===== src/token_bucket_reserve_refund_core_defines.svh =====
// ----------------------------------------------------------------------------
// Token bucket core assertion macros
// Shared concurrent assertion helpers, clocked on clk_i with reset rst_ni.
// ----------------------------------------------------------------------------
`ifndef TOKEN_BUCKET_RESERVE_REFUND_CORE_DEFINES_SVH
`define TOKEN_BUCKET_RESERVE_REFUND_CORE_DEFINES_SVH

// Checked only while the block is out of reset.
`define TBRR_ASSERT(name, prop, msg) \
  name: assert property (@(posedge clk_i) disable iff (!rst_ni) (prop)) \
    else $error(msg);

// Checked at every rising edge of clk_i, also during reset.
`define TBRR_ASSERT_ALWAYS(name, prop, msg) \
  name: assert property (@(posedge clk_i) (prop)) \
    else $error(msg);

`endif


===== src/tbrr_pkg.sv =====
// ----------------------------------------------------------------------------
// Token bucket package
// Field widths, opcodes and the item types of the token bucket core.
// ----------------------------------------------------------------------------
package tbrr_pkg;

  localparam int CAP_W     = 24;
  localparam int AMOUNT_W  = 16;
  localparam int USED_W    = 17;
  localparam int CNT_W     = 2;
  localparam int CAP_RESET = 60000;

  typedef enum logic [1:0] {
    OP_TICK    = 2'd0,
    OP_RESERVE = 2'd1,
    OP_SETTLE  = 2'd2
  } opcode_e;

  typedef logic [CAP_W-1:0] cap_t;

  typedef struct packed {
    opcode_e               opcode;
    logic [AMOUNT_W-1:0]   amount;
    logic [USED_W-1:0]     used_tokens;
    logic                  succeeded;
  } in_item_t;

  typedef struct packed {
    logic                  granted;
    logic [AMOUNT_W-1:0]   refund_amount;
    logic [CAP_W-1:0]      whole_tokens;
  } out_item_t;

endpackage


===== src/tbrr_chan_if.sv =====
// ----------------------------------------------------------------------------
// Token bucket channel interface
// Valid/ready channel; a transfer happens when valid and ready are both high.
// ----------------------------------------------------------------------------
interface tbrr_chan_if #(
  parameter type payload_t = logic
);

  logic     valid;
  logic     ready;
  payload_t data;

  modport source (output valid, output data, input ready);
  modport sink   (input valid, input data, output ready);

endinterface


===== src/token_bucket_reserve_refund_core.sv =====
// An item's result is registered in the output register in the cycle after its transfer.
// Throughput: one item per cycle while not busy and the result is taken; the level registers are updated per item.
// A capacity write starts a split of the capacity into whole tokens and a fraction
// per tick, first the whole part, then the fraction; items and writes wait meanwhile.
// Reset (rst_ni low, asynchronous) sets a capacity of 60000 with the bucket full.
// ----------------------------------------------------------------------------
// Token bucket reserve/refund core
// Token bucket with tick refill, reserve and settle. The level is held as
// whole tokens plus a fraction in units of 1/(60*TICKS_PER_SECOND) of a token.
// ----------------------------------------------------------------------------
`include "token_bucket_reserve_refund_core_defines.svh"

module token_bucket_reserve_refund_core #(
  parameter int TICKS_PER_SECOND = 1000
) (
  input  logic        clk_i,
  input  logic        rst_ni,
  tbrr_chan_if.sink   cfg_i,
  tbrr_chan_if.sink   item_i,
  tbrr_chan_if.source result_o
);

  localparam int CAP_W   = tbrr_pkg::CAP_W;
  localparam int AMT_W   = tbrr_pkg::AMOUNT_W;
  localparam int USED_W  = tbrr_pkg::USED_W;
  localparam int CNT_W   = tbrr_pkg::CNT_W;
  localparam int SCALE   = 60 * TICKS_PER_SECOND;
  localparam int SCALE_W = $clog2(SCALE);
  localparam int SHIFT   = CAP_W + SCALE_W;

  localparam logic [SCALE_W:0]   SCALE_V   = (SCALE_W+1)'(SCALE);
  localparam logic [CAP_W-1:0]   CAP_RST   = CAP_W'(tbrr_pkg::CAP_RESET);
  localparam logic [CAP_W-1:0]   CW_RST    = CAP_W'(tbrr_pkg::CAP_RESET / SCALE);
  localparam logic [SCALE_W-1:0] CF_RST    = SCALE_W'(tbrr_pkg::CAP_RESET % SCALE);
  localparam logic [CNT_W-1:0]   DIV_STEPS = CNT_W'(2);
  localparam logic [CAP_W:0]     RECIP     =
    (CAP_W+1)'(((64'd1 << SHIFT) + 64'(SCALE) - 64'd1) / 64'(SCALE));

  logic [CAP_W-1:0]   cap_q, cap_d;
  logic [CAP_W-1:0]   whole_q, whole_d;
  logic [SCALE_W-1:0] frac_q, frac_d;
  logic [CAP_W-1:0]   cw_q, cw_d;
  logic [SCALE_W-1:0] cf_q, cf_d;
  logic               busy_q, busy_d;
  logic [CNT_W-1:0]   cnt_q, cnt_d;
  logic               out_valid_q, out_valid_d;
  tbrr_pkg::out_item_t out_q, out_d;

  tbrr_pkg::in_item_t item;
  logic               item_xfer;
  logic               cfg_xfer;
  logic [2*CAP_W:0]   recip_prod;
  logic [CAP_W-1:0]   quot;
  logic [SHIFT-1:0]   back_prod;
  logic [SCALE_W-1:0] frem;
  logic [SCALE_W:0]   fsum;
  logic               carry;
  logic [SCALE_W-1:0] fnew;
  logic [CAP_W:0]     tick_sum;
  logic [CAP_W:0]     refund_sum;
  logic [AMT_W-1:0]   refund;
  logic               level_ok;
  logic               split_start;
  logic               res_both;

  assign item      = item_i.data;
  assign cfg_i.ready  = !busy_q;
  assign item_i.ready = !busy_q && (!out_valid_q || result_o.ready);
  assign cfg_xfer  = cfg_i.valid && cfg_i.ready;
  assign item_xfer = item_i.valid && item_i.ready;

  assign result_o.valid = out_valid_q;
  assign result_o.data  = out_q;

  // Capacity split by the tick scale with a reciprocal multiply.
  assign recip_prod = (2*CAP_W+1)'(cap_q) * (2*CAP_W+1)'(RECIP);
  assign quot       = CAP_W'(recip_prod >> SHIFT);
  assign back_prod  = SHIFT'(cw_q) * SHIFT'(SCALE);
  assign frem       = SCALE_W'(cap_q - back_prod[CAP_W-1:0]);

  // Tick refill: add the whole and fractional parts with one carry.
  assign fsum     = {1'b0, frac_q} + {1'b0, cf_q};
  assign carry    = (fsum >= SCALE_V);
  assign fnew     = carry ? SCALE_W'(fsum - SCALE_V) : fsum[SCALE_W-1:0];
  assign tick_sum = {1'b0, whole_q} + {1'b0, cw_q} + {{CAP_W{1'b0}}, carry};

  always_comb begin
    if (item.amount == '0) begin
      refund = '0;
    end else if (item.succeeded) begin
      refund = ({1'b0, item.amount} > item.used_tokens)
             ? AMT_W'({1'b0, item.amount} - item.used_tokens) : '0;
    end else begin
      refund = item.amount;
    end
  end

  assign refund_sum = {1'b0, whole_q} + {{(CAP_W+1-AMT_W){1'b0}}, refund};

  always_comb begin
    cap_d       = cap_q;
    whole_d     = whole_q;
    frac_d      = frac_q;
    cw_d        = cw_q;
    cf_d        = cf_q;
    busy_d      = busy_q;
    cnt_d       = cnt_q;
    out_valid_d = out_valid_q;
    out_d       = out_q;

    if (result_o.ready) begin
      out_valid_d = 1'b0;
    end

    if (busy_q) begin
      cnt_d = cnt_q - CNT_W'(1);
      if (cnt_q == DIV_STEPS) begin
        cw_d = quot;
      end else begin
        cf_d   = frem;
        busy_d = 1'b0;
      end
    end

    if (cfg_xfer) begin
      cap_d   = cfg_i.data;
      whole_d = cfg_i.data;
      frac_d  = '0;
      busy_d  = 1'b1;
      cnt_d   = DIV_STEPS;
    end

    if (item_xfer) begin
      out_d.granted       = 1'b0;
      out_d.refund_amount = '0;
      unique case (item.opcode)
        tbrr_pkg::OP_TICK: begin
          if (tick_sum >= {1'b0, cap_q}) begin
            whole_d = cap_q;
            frac_d  = '0;
          end else begin
            whole_d = tick_sum[CAP_W-1:0];
            frac_d  = fnew;
          end
        end
        tbrr_pkg::OP_RESERVE: begin
          if (whole_q >= CAP_W'(item.amount)) begin
            whole_d       = whole_q - CAP_W'(item.amount);
            out_d.granted = 1'b1;
          end
        end
        tbrr_pkg::OP_SETTLE: begin
          out_d.refund_amount = refund;
          if (refund != '0) begin
            if (refund_sum >= {1'b0, cap_q}) begin
              whole_d = cap_q;
              frac_d  = '0;
            end else begin
              whole_d = refund_sum[CAP_W-1:0];
            end
          end
        end
        default: begin
        end
      endcase
      out_d.whole_tokens = whole_d;
      out_valid_d        = 1'b1;
    end
  end

  always_ff @(posedge clk_i or negedge rst_ni) begin
    if (!rst_ni) begin
      cap_q       <= CAP_RST;
      whole_q     <= CAP_RST;
      frac_q      <= '0;
      cw_q        <= CW_RST;
      cf_q        <= CF_RST;
      busy_q      <= 1'b0;
      cnt_q       <= '0;
      out_valid_q <= 1'b0;
    end else begin
      cap_q       <= cap_d;
      whole_q     <= whole_d;
      frac_q      <= frac_d;
      cw_q        <= cw_d;
      cf_q        <= cf_d;
      busy_q      <= busy_d;
      cnt_q       <= cnt_d;
      out_valid_q <= out_valid_d;
    end
  end

  always_ff @(posedge clk_i) begin
    out_q <= out_d;
  end

  assign level_ok    = (whole_q < cap_q) || ((whole_q == cap_q) && (frac_q == '0));
  assign split_start = busy_q && (whole_q == cap_q) && (cnt_q == DIV_STEPS);
  assign res_both    = out_q.granted && (out_q.refund_amount != '0);

  `TBRR_ASSERT(a_level_within_cap, level_ok, "bucket level above capacity")
  `TBRR_ASSERT(a_frac_below_scale, (SCALE_W+1)'(frac_q) < SCALE_V, "fraction not below one token")
  `TBRR_ASSERT(a_cfg_starts_split, cfg_xfer |=> split_start, "capacity write did not refill")
  `TBRR_ASSERT(a_result_exclusive, out_valid_q |-> !res_both, "grant and refund in one result")

endmodule

===== src/flat_wrapper.sv =====
// flat-port wrapper written by rule: the top's interface ports become plain ports
module token_bucket_reserve_refund_core_flat 
#(
  parameter int TICKS_PER_SECOND = 1000
)
  (clk_i, rst_ni, cfg_i_valid, cfg_i_data, cfg_i_ready, item_i_valid, item_i_data, item_i_ready, result_o_valid, result_o_data, result_o_ready);
  tbrr_chan_if cfg_i_i ();
  tbrr_chan_if item_i_i ();
  tbrr_chan_if result_o_i ();
  input  logic clk_i;
  input  logic rst_ni;
  input wire logic [$bits(cfg_i_i.valid)-1:0] cfg_i_valid;
  input wire logic [$bits(cfg_i_i.data)-1:0] cfg_i_data;
  output wire logic [$bits(cfg_i_i.ready)-1:0] cfg_i_ready;
  input wire logic [$bits(item_i_i.valid)-1:0] item_i_valid;
  input wire logic [$bits(item_i_i.data)-1:0] item_i_data;
  output wire logic [$bits(item_i_i.ready)-1:0] item_i_ready;
  output wire logic [$bits(result_o_i.valid)-1:0] result_o_valid;
  output wire logic [$bits(result_o_i.data)-1:0] result_o_data;
  input wire logic [$bits(result_o_i.ready)-1:0] result_o_ready;
  assign cfg_i_i.valid = cfg_i_valid;
  assign cfg_i_i.data = cfg_i_data;
  assign cfg_i_ready = cfg_i_i.ready;
  assign item_i_i.valid = item_i_valid;
  assign item_i_i.data = item_i_data;
  assign item_i_ready = item_i_i.ready;
  assign result_o_valid = result_o_i.valid;
  assign result_o_data = result_o_i.data;
  assign result_o_i.ready = result_o_ready;
  token_bucket_reserve_refund_core #(.TICKS_PER_SECOND(TICKS_PER_SECOND)) u_core (.clk_i(clk_i), .rst_ni(rst_ni), .cfg_i(cfg_i_i), .item_i(item_i_i), .result_o(result_o_i));
endmodule

===== config.mk =====
export PLATFORM = sky130hd
export DESIGN_NAME = token_bucket_reserve_refund_core_flat
export DESIGN_NICKNAME = d
export VERILOG_FILES = /design/src/tbrr_pkg.sv /design/src/tbrr_chan_if.sv /design/src/token_bucket_reserve_refund_core.sv /design/src/flat_wrapper.sv
export VERILOG_INCLUDE_DIRS = /design/src /design/src/src
export SDC_FILE = /design/constraint.sdc
export NUM_CORES = 1
export LEC_CHECK = 0
export BUFFER_PORTS_ARGS = -buffer_cell sky130_fd_sc_hd__buf_4
export CORE_ASPECT_RATIO = 0.9
export CORE_UTILIZATION = 52
export CTS_CLUSTER_DIAMETER = 100
export DETAILED_ROUTE_END_ITERATION = 7
export PLACE_DENSITY = 0.68
export SLEW_MARGIN = 15
export SYNTH_ARGS = -nofsm -noshare
export SYNTH_HDL_FRONTEND = slang
export SYNTH_SLANG_ARGS = --single-unit

===== constraint.sdc =====
create_clock -name clk_i -period 15.4 [get_ports clk_i]
set_input_delay 0 -clock clk_i [delete_from_list [all_inputs] [get_ports clk_i]]
set_output_delay 0 -clock clk_i [all_outputs]
set_load 0.01 [all_outputs]

# Word level (Yosys, flattened, before mapping)
# Cells that the tools add are included.
[word_totals]
n_memories = 0
out_inout_bits = 4
latch_bits = 0
register_bits = 78
inputBits = 7
mem_bits_rw = 0
rom_bits = 0
[classes]
add_sub_neg = 6
eq_ne = 1
mux = 14
div = 0
shifts = 0
n_bitwise = 1
n_reduce_logical = 11
order_cmp = 2
mul = 2
[ops]
columns = ["op", "count"]
rows = [
  ["$mux W24", 3],
  ["$mux W16", 4],
  ["$mul A16 B24 Y40 const B", 1],
  ["$add A24 B9 Y25", 1],
  ["$add A25 B1 Y25", 1],
  ["$ge A25 B16 Y1", 1],
  ["$add A16 B16 Y17", 1],
  ["$ge A17 B16 Y1 const B", 1],
  ["$sub A16 B16 Y16", 1],
  ["$sub A16 B16 Y16 const B", 1],
  ["$mul A9 B11 Y11 const B", 1],
  ["$reduce_bool A2 Y1", 3],
  ["$mux W1", 5],
  ["$mux W2", 2],
  ["$reduce_and A2 Y1", 2],
  ["$logic_and A1 B1 Y1", 3],
  ["$eq A2 B2 Y1 const B", 1],
  ["$logic_not A1 Y1", 2],
  ["$sub A2 B1 Y2 const B", 1],
  ["$logic_or A1 B1 Y1", 1],
  ["$not A1 Y1", 1],
]

# Depth between registers and ports, before layout
[depth]
ltp_word = 6
depth_mapped = 27

# Least setup slack after synthesis
# Ideal clock, no wire load.
[synth_path]
kind = "reg-to-reg"
start = "register u_core.cf_q[0]"
end = "register u_core.whole_q[10]"
period_less_slack_ps = 5950
path_buffers = 2
stages_incl_launch_ff = 27
setup_slack_ps = 9450
arrival_time_ps = 5868
path_cell_list = "dfrtp_1 > ha_1 > ha_1 > and3_1 > buf_2 > a22oi_1 > o211ai_2 > a221o_1 > xor2_1 > nor4b_4 > nor2_4 > fa_1 > inv_1 > ha_1 > nand3_1 > or4_4 > xnor2_1 > ha_1 > a21o_1 > a211o_1 > a41oi_1 > and4bb_1 > o211ai_1 > nand2b_4 > buf_6 > or3_1 > o21ai_0"
[synth_between]
elab_chain_cells = 6
[synth_rtl]
columns = ["item", "line_no", "text"]
rows = [
  ["from (decl)", "token_bucket_reserve_refund_core.sv:43", "logic [SCALE_W-1:0] cf_q, cf_d;"],
  ["from (signal assigned)", "token_bucket_reserve_refund_core.sv:177", "cf_q <= CF_RST;"],
  ["from (signal assigned)", "token_bucket_reserve_refund_core.sv:186", "cf_q <= cf_d;"],
  ["$add A16 B16 Y17 (*)", "token_bucket_reserve_refund_core.sv:82", "assign fsum = {1'b0, frac_q} + {1'b0, cf_q};"],
  ["$ge A17 B16 Y1 (*)", "token_bucket_reserve_refund_core.sv:83", "assign carry = (fsum >= SCALE_V);"],
  ["$add A25 B1 Y25 (*)", "token_bucket_reserve_refund_core.sv:85", "assign tick_sum = {1'b0, whole_q} + {1'b0, cw_q} + {{CAP_W{1'b0}}, carry};"],
  ["$ge A25 B16 Y1", "token_bucket_reserve_refund_core.sv:138", "if (tick_sum >= {1'b0, cap_q}) begin"],
  ["$mux W24 (*)", "token_bucket_reserve_refund_core.sv:138", ""],
  ["$mux W24 (*)", "token_bucket_reserve_refund_core.sv:133", "if (item_xfer) begin"],
  ["to (signal assigned)", "token_bucket_reserve_refund_core.sv:183", "whole_q <= whole_d;"],
  ["to (decl)", "token_bucket_reserve_refund_core.sv:40", "logic [CAP_W-1:0] whole_q, whole_d;"],
]
# Every way passes the cells marked *; elsewhere a longest branch is shown, timed or not.
# A chain may end at the register's enable or synchronous reset.

# Worst setup path in the final report
[layout_path]
start = "register u_core.cf_q[0]"
end = "register u_core.frac_q[9]"
[layout_between]
elab_chain_cells = 6
[layout_rtl]
columns = ["item", "line_no", "text"]
rows = [
  ["$add A16 B16 Y17 (*)", "token_bucket_reserve_refund_core.sv:82", ""],
  ["$ge A17 B16 Y1", "token_bucket_reserve_refund_core.sv:83", ""],
  ["$add A25 B1 Y25", "token_bucket_reserve_refund_core.sv:85", ""],
  ["$ge A25 B16 Y1", "token_bucket_reserve_refund_core.sv:138", ""],
  ["$mux W16 (*)", "token_bucket_reserve_refund_core.sv:138", ""],
  ["$mux W16 (*)", "token_bucket_reserve_refund_core.sv:133", ""],
  ["to (signal assigned)", "token_bucket_reserve_refund_core.sv:184", "frac_q <= frac_d;"],
  ["to (decl)", "token_bucket_reserve_refund_core.sv:41", "logic [SCALE_W-1:0] frac_q, frac_d;"],
]
# Marks and branches as above.

==> impl_metrics.ini <==
[critical_path]
arrival_ns = 7.69
worst_ep_required_time_ns = 15.63
startpoint_type = flip-flop
critical_path.reg2reg.endpoint = u_core.frac_q[9]$_DFFE_PN0P_
rr_worst_depth = 24
crit_start = u_core.cf_q[0]$_DFFE_PN0P_
crit_path_max_fanout = 12
critical_path.endpoint_type = flip-flop
r2r_start = u_core.cf_q[0]$_DFFE_PN0P_
worstSetupPathType = reg -> reg
setup.reg_to_reg.worst_slack_ns = 7.94

[die]
horizontal_extent_of_the_die_um = 93.86
placeableCoreArea_sq_um = 7184
placement_rows = 29
initial_utilization_pct = 54.96
num_io_pins = 11
design.die.area_sq_um = 7947
height_of_the_chip_um = 84.67

[layout]
antenna_cells_inserted = 0
layout.filler_cells = 671
utilization_pct = 58.41
final_nets = 483
area_delta_synth_final_pct = 6.274
multiInputGateArea_sq_um = 2454
register_area_sq_um = 1318
drive_gt1_share_pct = 9.333

[clock_network]
hold_buffers = 4
tritoncts = built
tritoncts.num_buffers = 5
cts_htree_levels = 2
clock_insertion_delay_worst_skew_ns = 0.30
clkSinkCount = 52
cts.reportedPaths.clkPinSlew_ns = 0.10
post-cts-setup-buffer-count = 0
cts_buffer_depth = 2
ctsRootBufferMaster = sky130_fd_sc_hd__clkbuf_8
post_cts_resize_count = 0

[placement]
minimum_setup_slack_after_placement_ns = 8.069
finalWeightedCongestion = 0.8837
dp_hpwl_mm = 6.472
io_buffer_count = 9

[sta]
setup_tns_ns = 0
finalSetupViolCount = 0
worst_slack_ns = 7.941
achievable-frequency_mhz = 134.1
max-slew-margin-rel_pct = 37.59
slew_viol_final = 0
timing.final.hold_violations = 0
final.hold.worst_slack_ns = 0.2611
post-route-period-util_pct = 48.43
timing_worst_slew_pin_value_ns = 0.9328
min_period_ns = 7.459
clock-skew-final_ns = 0.006247
rsz0062_at_grt = no

[global_routing]
grt_first_pass_wirelength_mm = 15.10
grt-busiest-layer = met2
gr-usage-all-layers_pct = 23.89
overflow = 0
grt_max_degree = 52
grt_antenna_before_repair = 0
global_route.usage.met3_pct = 3.351
gr-usage-met1_pct = 35.52
first_global_vias = 3127
met2_usage_pct = 37.29

[synthesis]
synth.yosys.warnings = 0
synth-edff-count = 1
netlist_area_sq_um = 3949
ys_async_sr_fraction_pct = 98.08
yosys.cell_count.top_type = sky130_fd_sc_hd__nand2_1
syn_inst = 447
synth.yosys.seq_area_share_pct = 33.37
yosys_register_bits = 52
yosys-top-cells-count = sky130_fd_sc_hd__nand2_1, sky130_fd_sc_hd__dfrtp_1, sky130_fd_sc_hd__o21ai_0
synthDominantAreaCellType = sky130_fd_sc_hd__dfrtp_1
synth.top_cell.area_share_pct = 26.62
synth.top_cells.by_area = sky130_fd_sc_hd__dfrtp_1, sky130_fd_sc_hd__ha_1, sky130_fd_sc_hd__dfstp_2
most_instantiated_flip_flop_cell_in_the_synthesis_netlist = sky130_fd_sc_hd__dfrtp_1
synth_area_per_cell_sq_um = 8.834
synth_fp_nets = 481
synth.distinct_cells = 68

[route]
post_drt_via_cell_ratio = 6.180
post-route-drc-count = 0
initialDrtViolationCount = 226
vias = 3356
finalWirelength_mm = 8.931
wire_per_inst_um = 16.45
antenna_left = 0
dr.pass1.iters = 4

[run]
drv.max_cap_violation_count = 0

[min_path]
timing.hold.worst.class = in -> async

[power_and_ir_drop]
fin_total_pwr_mw = 0.4558
p_leak_nw = 1.895
irDropWorstVdd_uv = 90.17
powerDensity_nw_per_um2 = 108.6

[run_status]
outcome = finished, final reports clean
## per-stage QoR
step,std cells,instance area (sq um)
after floorplan,447,3949
after global placement,531,4045
after detailed placement,531,4045
after CTS,543,4197
after global routing,543,4197
final,543,4197
## cells in the final DEF (no fill, tap or decap), types with 4 or more instances in the layout
cell	n
sky130_fd_sc_hd__nand2_1	43
sky130_fd_sc_hd__dfrtp_1	42
sky130_fd_sc_hd__o21ai_0	38
sky130_fd_sc_hd__ha_1	26
sky130_fd_sc_hd__inv_1	22
sky130_fd_sc_hd__a21oi_1	22
sky130_fd_sc_hd__nand3_1	19
sky130_fd_sc_hd__xnor2_1	17
sky130_fd_sc_hd__and3_1	16
sky130_fd_sc_hd__nor2_1	15
sky130_fd_sc_hd__o21ai_1	12
sky130_fd_sc_hd__nor3_1	11
sky130_fd_sc_hd__a21o_1	10
sky130_fd_sc_hd__xor2_1	10
sky130_fd_sc_hd__buf_4	10
sky130_fd_sc_hd__dfstp_2	9
sky130_fd_sc_hd__or3_1	8
sky130_fd_sc_hd__nand2b_1	6
sky130_fd_sc_hd__mux2i_1	6
sky130_fd_sc_hd__nand4_1	5
sky130_fd_sc_hd__a31oi_1	5
sky130_fd_sc_hd__clkbuf_8	5
sky130_fd_sc_hd__and4_1	4
sky130_fd_sc_hd__and2_1	4
sky130_fd_sc_hd__a211o_1	4
sky130_fd_sc_hd__a2111oi_0	4
sky130_fd_sc_hd__or2_2	4
sky130_fd_sc_hd__a22o_1	4
sky130_fd_sc_hd__dlygate4sd3_1	4
## per-layer routing
metal  vias to the layer above  share of wire [%]  routed length [um]
li1                       1663                  -                   -
met1                      1632                 52                4624
met2                        57                 44                3945
met3                         4                3.5                 309
met4                         0               0.57                  51
met5                         -                  0                   0
## power by group
| group | internal (mW) | switching, mW |
|---|---|---|
| clock | 0.0492 | 0.0472 |
| combinational | 0.0699 | 0.113 |
| sequential | 0.160 | 0.0162 |
| total | 0.279 | 0.177 |
## worst max-delay path by stage
stage,to,slack (ns)
2_1_floorplan,u_core.whole_q[10]$_DFFE_PN0P_,9.45
3_3_place_gp,u_core.frac_q[9]$_DFFE_PN0P_,8.09
3_5_place_dp,u_core.frac_q[9]$_DFFE_PN0P_,8.07
4_1_cts,u_core.frac_q[9]$_DFFE_PN0P_,8.01
5_1_grt,u_core.whole_q[10]$_DFFE_PN0P_,7.36
6_report,u_core.frac_q[9]$_DFFE_PN0P_,7.94
## critical path, stage by stage, from the launching register on
cell and delay [ns]:
sky130_fd_sc_hd__dfrtp_1 0.40, sky130_fd_sc_hd__ha_1 0.27, sky130_fd_sc_hd__ha_1 0.26, sky130_fd_sc_hd__and3_1 0.30, sky130_fd_sc_hd__a22oi_1 0.33, sky130_fd_sc_hd__o211ai_2 0.18
sky130_fd_sc_hd__a221o_1 0.37, sky130_fd_sc_hd__xor2_1 0.31, sky130_fd_sc_hd__nor4b_4 0.51, sky130_fd_sc_hd__nor2_4 0.10, sky130_fd_sc_hd__fa_1 0.45, sky130_fd_sc_hd__inv_1 0.10
sky130_fd_sc_hd__ha_1 0.26, sky130_fd_sc_hd__nand3_1 0.13, sky130_fd_sc_hd__or4_4 0.59, sky130_fd_sc_hd__xnor2_1 0.15, sky130_fd_sc_hd__ha_1 0.29, sky130_fd_sc_hd__a21o_1 0.19
sky130_fd_sc_hd__a211o_1 0.29, sky130_fd_sc_hd__a41oi_1 0.15, sky130_fd_sc_hd__and4bb_1 0.21, sky130_fd_sc_hd__o211ai_1 0.35, sky130_fd_sc_hd__nor2_1 0.85, sky130_fd_sc_hd__o31ai_1 0.17
sky130_fd_sc_hd__a21oi_1 0.18
## kinds of logic (layout without fill, tap and decap cells)
| family | Yosys count | after routing | share of synthesized area, % |
|---|---|---|---|
| and+or+nand+nor | 153 | 153 | 21.77 |
| AOI/OAI and AO/OA | 138 | 138 | 23.26 |
| DFF | 52 | 52 | 33.37 |
| buffers and inverters | 41 | 44 | 4.500 |
| adders and majority gates | 27 | 27 | 8.745 |
| xor gates and xnor gates | 27 | 27 | 5.988 |
| muxes | 9 | 9 | 2.376 |
## flip-flops by register name, indices dropped and copies added, names as in the netlist
signal,cells
u_core.result_o.valid,1
u_core.busy_q,1
u_core.cnt_q,2
u_core.whole_q,24
u_core.result_o.data,1
u_core.cw_q,1
u_core.frac_q,16
u_core.cap_q,2
u_core.cf_q,4
## area by class of cell
cell class	count	share of cell area, %
Clock buffer	6	1.729
Clock inverter	2	0.9243
Inverter	22	1.968
Multi-Input combinational cell	354	58.47
Sequential cell	52	31.40
Tap cell	93	2.773
Timing Repair Buffer	14	2.743
Power figures use the tool's default switching activity.
